**config.mk**
```make
export PLATFORM = sky130hd
export DESIGN_NAME = fp64u_round
export DESIGN_NICKNAME = d
export VERILOG_FILES = /design/src/hw/rtl/fp64u_pkg.sv /design/src/hw/rtl/fp64u_round.sv
export VERILOG_INCLUDE_DIRS = /design/src /design/src/hw/rtl
export SDC_FILE = /design/constraint.sdc
export NUM_CORES = 1
export LEC_CHECK = 0
export ABC_AREA = 1
export BUFFER_PORTS_ARGS = -buffer_cell sky130_fd_sc_hd__buf_2
export CAP_MARGIN = 40
export CORE_ASPECT_RATIO = 1.5
export CORE_UTILIZATION = 41
export CTS_CLUSTER_SIZE = 30
export DETAILED_ROUTE_END_ITERATION = 7
export GPL_ROUTABILITY_DRIVEN = 0
export PLACE_DENSITY = 0.7
export SLEW_MARGIN = 5
export SYNTH_ARGS = -nofsm -noshare
export SYNTH_HDL_FRONTEND = slang
export SYNTH_SLANG_ARGS = --single-unit
```
**constraint.sdc**
```tcl
create_clock -name clk -period 14.4 [get_ports clk]
set_input_delay 2.88 -clock clk [delete_from_list [all_inputs] [get_ports clk]]
set_output_delay 2.88 -clock clk [all_outputs]
set_load 0.02 [all_outputs]
```
**src/hw/rtl/fp64_add_sub_mul_div_unit_defines.svh**
```systemverilog
// Assertion helpers shared by the RTL. Each macro expects clk and rst_n in scope.
`ifndef FP64_ADD_SUB_MUL_DIV_UNIT_DEFINES_SVH
`define FP64_ADD_SUB_MUL_DIV_UNIT_DEFINES_SVH

// Same-cycle implication, checked while out of reset.
`define FP64U_ASSERT_IMP(lbl, ante, cons) \
    lbl: assert property (@(posedge clk) disable iff (!rst_n) (ante) |-> (cons)) \
        else $error("fp64u check failed");

// Next-cycle implication, checked while out of reset.
`define FP64U_ASSERT_NXT(lbl, ante, cons) \
    lbl: assert property (@(posedge clk) disable iff (!rst_n) (ante) |=> (cons)) \
        else $error("fp64u check failed");

`endif

```
**src/hw/rtl/fp64u_pkg.sv**
```systemverilog
// ----------------------------------------------------------------------------
// fp64u_pkg
// Types and constants shared by the binary64 add/sub/mul/div pipeline.
// ----------------------------------------------------------------------------
package fp64u_pkg;

    localparam logic [63:0] QNAN_BITS = 64'h7ff8000000000000;
    localparam logic [62:0] INF_MAG   = 63'h7ff0000000000000;
    localparam logic [63:0] SIGN_MASK = 64'h8000000000000000;

    localparam int NUM_CELLS = 57;
    localparam int ACC_W     = 110;
    localparam int SIG_W     = 57;
    localparam int EXP_W     = 14;

    typedef enum logic [1:0] {
        OP_ADD = 2'd0,
        OP_SUB = 2'd1,
        OP_MUL = 2'd2,
        OP_DIV = 2'd3
    } op_t;

    typedef logic signed [EXP_W-1:0] exp_t;

    localparam exp_t EXP_BIAS    = 14'sd1023;
    localparam exp_t EXP_MAX     = 14'sd2047;
    localparam exp_t EXP_SUB_MIN = -14'sd1022;

    // Request payload as it travels down the cell chain.
    typedef struct packed {
        op_t                op;
        logic               sign;
        exp_t               expo;
        logic               special;
        logic [63:0]        spec_val;
        logic [52:0]        divisor;
        logic [ACC_W-1:0]   acc;
        logic [SIG_W-1:0]   qm;
    } cell_t;

endpackage

```
**src/hw/rtl/fp64u_round.sv**
```systemverilog
// ----------------------------------------------------------------------------
// fp64u_round
// Forms the sticky significand, normalises it, then rounds to nearest even
// and packs the binary64 result, including subnormals and overflow.
// ----------------------------------------------------------------------------
`include "fp64_add_sub_mul_div_unit_defines.svh"
module fp64u_round
    import fp64u_pkg::*;
(
    input  logic        clk,
    input  logic        rst_n,
    input  logic        in_valid,
    input  cell_t       in_data,
    output logic        done,
    output logic [63:0] result_bits
);

    // Normalise stage
    logic [SIG_W-1:0] sig;
    logic [5:0]       msb;
    logic [5:0]       lsh;
    logic [55:0]      nsig;
    exp_t             ne;

    logic             va_reg;
    logic             spec_a_reg;
    logic [63:0]      sval_a_reg;
    logic             sign_a_reg;
    exp_t             be_a_reg;
    logic [55:0]      sig_a_reg;

    // Round stage
    exp_t             be;
    exp_t             nsh;
    logic [5:0]       nn;
    logic [63:0]      wide;
    logic             lost;
    logic [55:0]      s;
    logic [52:0]      frac;
    logic [2:0]       grs;
    logic             up;
    logic [53:0]      fr1;
    logic [52:0]      fr;
    logic [63:0]      res_c;

    logic             done_reg;
    logic [63:0]      result_reg;

    always_comb
    begin
        case (in_data.op)
            OP_MUL:
                sig = in_data.acc[ACC_W-1:53] | SIG_W'(in_data.acc[52:0] != '0);
            OP_DIV:
                sig = in_data.qm | SIG_W'(in_data.acc != '0);
            default:
                sig = in_data.qm;
        endcase
        msb = '0;
        for (int i = 0; i < 56; i++)
        begin
            if (sig[i])
            begin
                msb = 6'(i);
            end
        end
        lsh = 6'd55 - msb;
        if (sig[SIG_W-1])
        begin
            nsig = {sig[56:2], sig[1] | sig[0]};
            ne   = in_data.expo + 14'sd1;
        end
        else
        begin
            nsig = sig[55:0] << lsh;
            ne   = in_data.expo - exp_t'({8'd0, lsh});
        end
    end

    always_comb
    begin
        be   = be_a_reg;
        s    = sig_a_reg;
        nsh  = 14'sd1 - be_a_reg;
        nn   = nsh[5:0];
        wide = {8'd0, sig_a_reg};
        lost = |(wide & ((64'd1 << nn) - 64'd1));
        if (be_a_reg <= 14'sd0)
        begin
            // Subnormal range: denormalise with everything lost folded into sticky.
            if (nsh > 14'sd63)
                s = 56'd1;
            else
                s = 56'(wide >> nn) | 56'(lost);
            be = '0;
        end
        frac = s[55:3];
        grs  = s[2:0];
        up   = (grs > 3'd4) || (grs == 3'd4 && frac[0]);
        fr1  = {1'b0, frac} + 54'(up);
        fr   = frac;
        if (fr1[53])
        begin
            fr = fr1[53:1];
            be = be + 14'sd1;
        end
        else
        begin
            fr = fr1[52:0];
        end
        if (be == 14'sd0 && fr[52])
            be = 14'sd1;
        if (spec_a_reg)
            res_c = sval_a_reg;
        else if (be_a_reg >= EXP_MAX || be >= EXP_MAX)
            res_c = {sign_a_reg, INF_MAG};
        else
            res_c = {sign_a_reg, be[10:0], fr[51:0]};
    end

    always_ff @(posedge clk or negedge rst_n)
    begin
        if (!rst_n)
        begin
            va_reg   <= 1'b0;
            done_reg <= 1'b0;
        end
        else
        begin
            va_reg   <= in_valid;
            done_reg <= va_reg;
        end
    end

    always_ff @(posedge clk)
    begin
        spec_a_reg <= in_data.special;
        sval_a_reg <= in_data.spec_val;
        sign_a_reg <= in_data.sign;
        be_a_reg   <= ne + EXP_BIAS;
        sig_a_reg  <= nsig;
        result_reg <= res_c;
    end

    assign done        = done_reg;
    assign result_bits = result_reg;

    `FP64U_ASSERT_NXT(a_round_forward, va_reg, done)
    `FP64U_ASSERT_IMP(a_round_origin, done, $past(in_valid, 2))
    `FP64U_ASSERT_IMP(a_round_nan_canon,
        done && result_bits[62:52] == 11'h7ff && result_bits[51:0] != '0,
        result_bits == QNAN_BITS)

endmodule

```
==> metrics.md <==
| Metric | Value |
|---|---|
| Result of the run | finished, violations left |
| Failing checks | design-rule violations |
| Sum of net half-perimeters after detailed placement | 54500 um |
| Crit path DAT | 12020 ps |
| Total power divided by cell area | roughly 200 nW/um^2 |
| Per-cell routed wire length | between 15 and 20 um |
| Number of levels the H-tree was split into | 1 |
| Total of buffers placed on input and output ports | ~320 |
| Synthesis Warnings | 0 |
| CTS max path bufs | 3 |
| Top cell by count, worst path | nor2_1 |
| Placement Rows | 95 |
| HP Class | flip-flop to flip-flop |
| Net Sw Frac | 56.2% |
| Via density per instance | about 5.7 |
| Mean instance size in the synthesized netlist | between 5 and 6 um^2 |
| Power dissipated by switching net loads | 0.00234 W |
| Starting utilization of the core area | between 40% and 50% |
| Number of setup violations in the final report | 0 |
| Vias | between 20000 and 25000 |
| First-pass iteration count of the detailed router | 8 |
| Final wirelength | roughly 72000 um |
| Quantity of gates resized following cts | 0 |
| Inserted Clock Buffers | 18 |
| Min Clock Period, post-route | roughly 12000 ps |
| Final number of max-transition violations | 0 |
| Vias in the first global route | between 20000 and 25000 |
| Vertical extent of the die | ~260 um |
| Count of unresolved DRC violations after routing | 1 |
| Antenna diode instance count | 0 |
| Total number of clock tree sinks | ~200 |
| Final setup skew | ~18 ps |
| Pin count of the biggest net entering global routing | 102 |
| Most used flip-flop cell after synthesis | dfxtp_1 |
| Clock latency on the worst-skew pair | 530 ps |
| Post-route setup slack | between 2000 and 3000 ps |
| Transition at the pin with the smallest max-transition slack | roughly 920 ps |
| Root cell of the clock tree | clkbuf_16 |
| Core region area | approximately 45000 um^2 |
| Max stage delay on crit path | roughly 600 ps |
| Relative contribution of sequential cells to total power | roughly 18% |
| Standby leakage power | 10.3 nW |
| Clk network pwr share | around an eighth |
| Max transition margin | between 30 and 40% |
| Width of the die | between 150 and 200 um |
| Post-synthesis sequential element count | ~200 |
| Critical Path Sink Type | flip-flop |
| Share of synthesized area occupied by flip-flops and latches | a little over a fifth |
| Cts-stage hold buffer count | 0 |
| Number of buffers and inverters on the critical path | 14 |
| Layout cells sized above 1 | 13.1% |
| Violation count after the first detailed-route iteration | between 2000 and 3000 |
| TritonCTS clock tree | built |
| Antenna violations before repair | 0 |
| Worst path top cell family by delay | simple AND/OR/NAND/NOR gates |
| Antenna-violating nets left | 0 |
| Cell with the largest stage delay on the worst path | inv_1 |
| Syn Std Cell Area | between 15000 and 20000 um^2 |
| Fillers | between 4000 and 5000 |
| Final hold violation count | 0 |
| Combinational Power Share | a little over two thirds |
| Internal | 0.00182 W |
| Instance count after placement with tap cells included | 3967 |
| Number of flops mapped to enable cells by yosys | 0 |
| Area enclosed by the die boundary | approximately 46000 um^2 |
| Number of max-capacitance violations reported | 0 |
| Synth async-reset ratio | 0.990% |
| Startpoint types | flip-flop |
| Unrepaired setup endpoints after global routing | false |
| Post-route insts no fill | ~4000 |
| Global-route usage over all layers | a little under a third |
| Clock-pin slew on the worst setup and hold paths | about 70 ps |
| Placed Instance Area | a little over 20000 um^2 |
| Final Cycle Share | roughly 81% |
| Net count of the mapped netlist | 3541 |
| Type of the worst setup path | flip-flop to flip-flop |
| Area delta synth->final | 13.2% |
| Global-route wire length before repair | between 100000 and 150000 um |
| Critical Path RT | roughly 15000 ps |
| Library cells used by synthesis | 63 |
| Number of setup buffers added after CTS | 0 |
| Largest fanout on the critical path | 37 |
| Post-layout instance area | around 21000 um^2 |
| Max Freq | roughly 86 MHz |
| Total Nets Final | 3735 |
| Boundary pin count | 370 |
| Worst slack after detailed placement | 3030 ps |
| Aggregate negative setup slack | 0 ps |
| Number of cells produced by synthesis | around 3200 |
| Core occupancy in the finished layout | a little under half |
| Total congestion overflow | 0 |
| Maximum VDD drop | ~0.15 mV |
## synth_stat cells, drive strengths merged, types with 3 or more instances
cell type	instances	area (um^2)
a22o	6	52.6
ha	23	288
or2	12	75.1
nor2	281	1100
o2111ai	7	61.3
a221oi	5	43.8
o41ai	3	26.3
o32ai	7	83.8
a32o	9	90.1
o311ai	4	35.0
o211ai	7	52.6
nor3	57	305
nand2	781	2970
inv	363	1360
xor2	59	517
nand4	45	294
nand3	554	2780
xnor2	20	175
dfxtp	200	4000
o22ai	46	288
o21a	12	90.1
buf	76	404
a2111oi	5	43.8
o21ai	293	1470
a211oi	3	22.5
a21oi	91	459
clkbuf	104	390
or4	5	37.5
o21bai	4	30.0
a31oi	12	75.1
o31ai	9	67.6
a22oi	13	97.6
clkinv	7	26.3
nor4	40	265
mux2i	33	330
## per-stage QoR
| step | total power [W] | hold WS (ps) |
|---|---|---|
| floorplan | 0.00280 | 331 |
| finish | 0.00416 | 361 |
| global route | 0.00447 | 368 |
| global placement | 0.00353 | 344 |
| CTS | 0.00404 | 371 |
| detailed placement | 0.00354 | 352 |
## power by group through the flow
stage	Sequential (W)	Combinational, W	Clock [W]
6_report	0.000735	0.00292	0.000497
5_1_grt	0.000746	0.00319	0.000531
4_1_cts	0.000733	0.00280	0.000505
3_5_place_dp	0.000746	0.00279	0
3_3_place_gp	0.000744	0.00278	0
2_1_floorplan	0.000793	0.00201	0
## kinds of logic after synthesis
group	count (synthesis)	share of synthesized area (%)
buf+inv	550	11.7
simple gates	1780	42.3
compound gates	544	17.0
xor+xnor	79	3.72
flops	202	21.8
fa+ha+maj	24	1.66
mux	33	1.78
## path summary, 6_finish.rpt
check                      slack, ps  depth (start not counted)              to   startpoint
setup / recovery                2790                         66  result_bits[8]  be_a_reg[1]
hold / removal                   360                          0            done       va_reg
setup reg to reg                2790                         66  result_bits[8]  be_a_reg[1]
hold reg to reg                  360                          0            done       va_reg
max in group asynchronous      12170                          1          va_reg        rst_n
min in group asynchronous       2130                          1            done        rst_n
## worst register-to-register path: cells and delay by family (launching register included)
family	cells	cell delay [ps]
simple gates	44	6530
xor+xnor	1	210
buf+inv	14	3140
compound gates	5	780
flops	1	310
fa+ha+maj	2	520
## layer usage
layer	part of all wire (%)	vias to the layer above	GRT usage, %
met5	0	-	0
met4	9.0	0	24.4
met3	8.8	323	4.37
met2	47	1308	52.2
met1	35	10000	33.0
li1	-	11100	-
## final cells by class
class / count / area, um^2 / share of cell area [%]
Clock buffer: 23 / 509 / 2.42
Clock inverter: 8 / 97.6 / 0.464
Inverter: 370 / 1390 / 6.60
Multi-Input combinational cell: 2460 / 12400 / 58.9
Sequential cell: 202 / 4060 / 19.3
Tap cell: 582 / 728 / 3.46
Timing Repair Buffer: 354 / 1880 / 8.94
## cell usage in the layout, fill, tap and decap left out, types with 13 or more instances in the layout
cell type	n
mux2i_1	33
buf_2	317
inv_2	14
nand4_1	43
nand3_1	551
nor4_1	39
o21ai_0	252
a21oi_1	88
xnor2_1	20
clkbuf_16	18
xor2_1	59
o21ai_1	41
nand2_1	768
a22oi_1	13
inv_1	349
ha_1	23
nor2_1	270
dfxtp_1	198
nor3_1	53
buf_4	35
o22ai_1	46
Note: power is estimated with default switching activity, not from simulation.
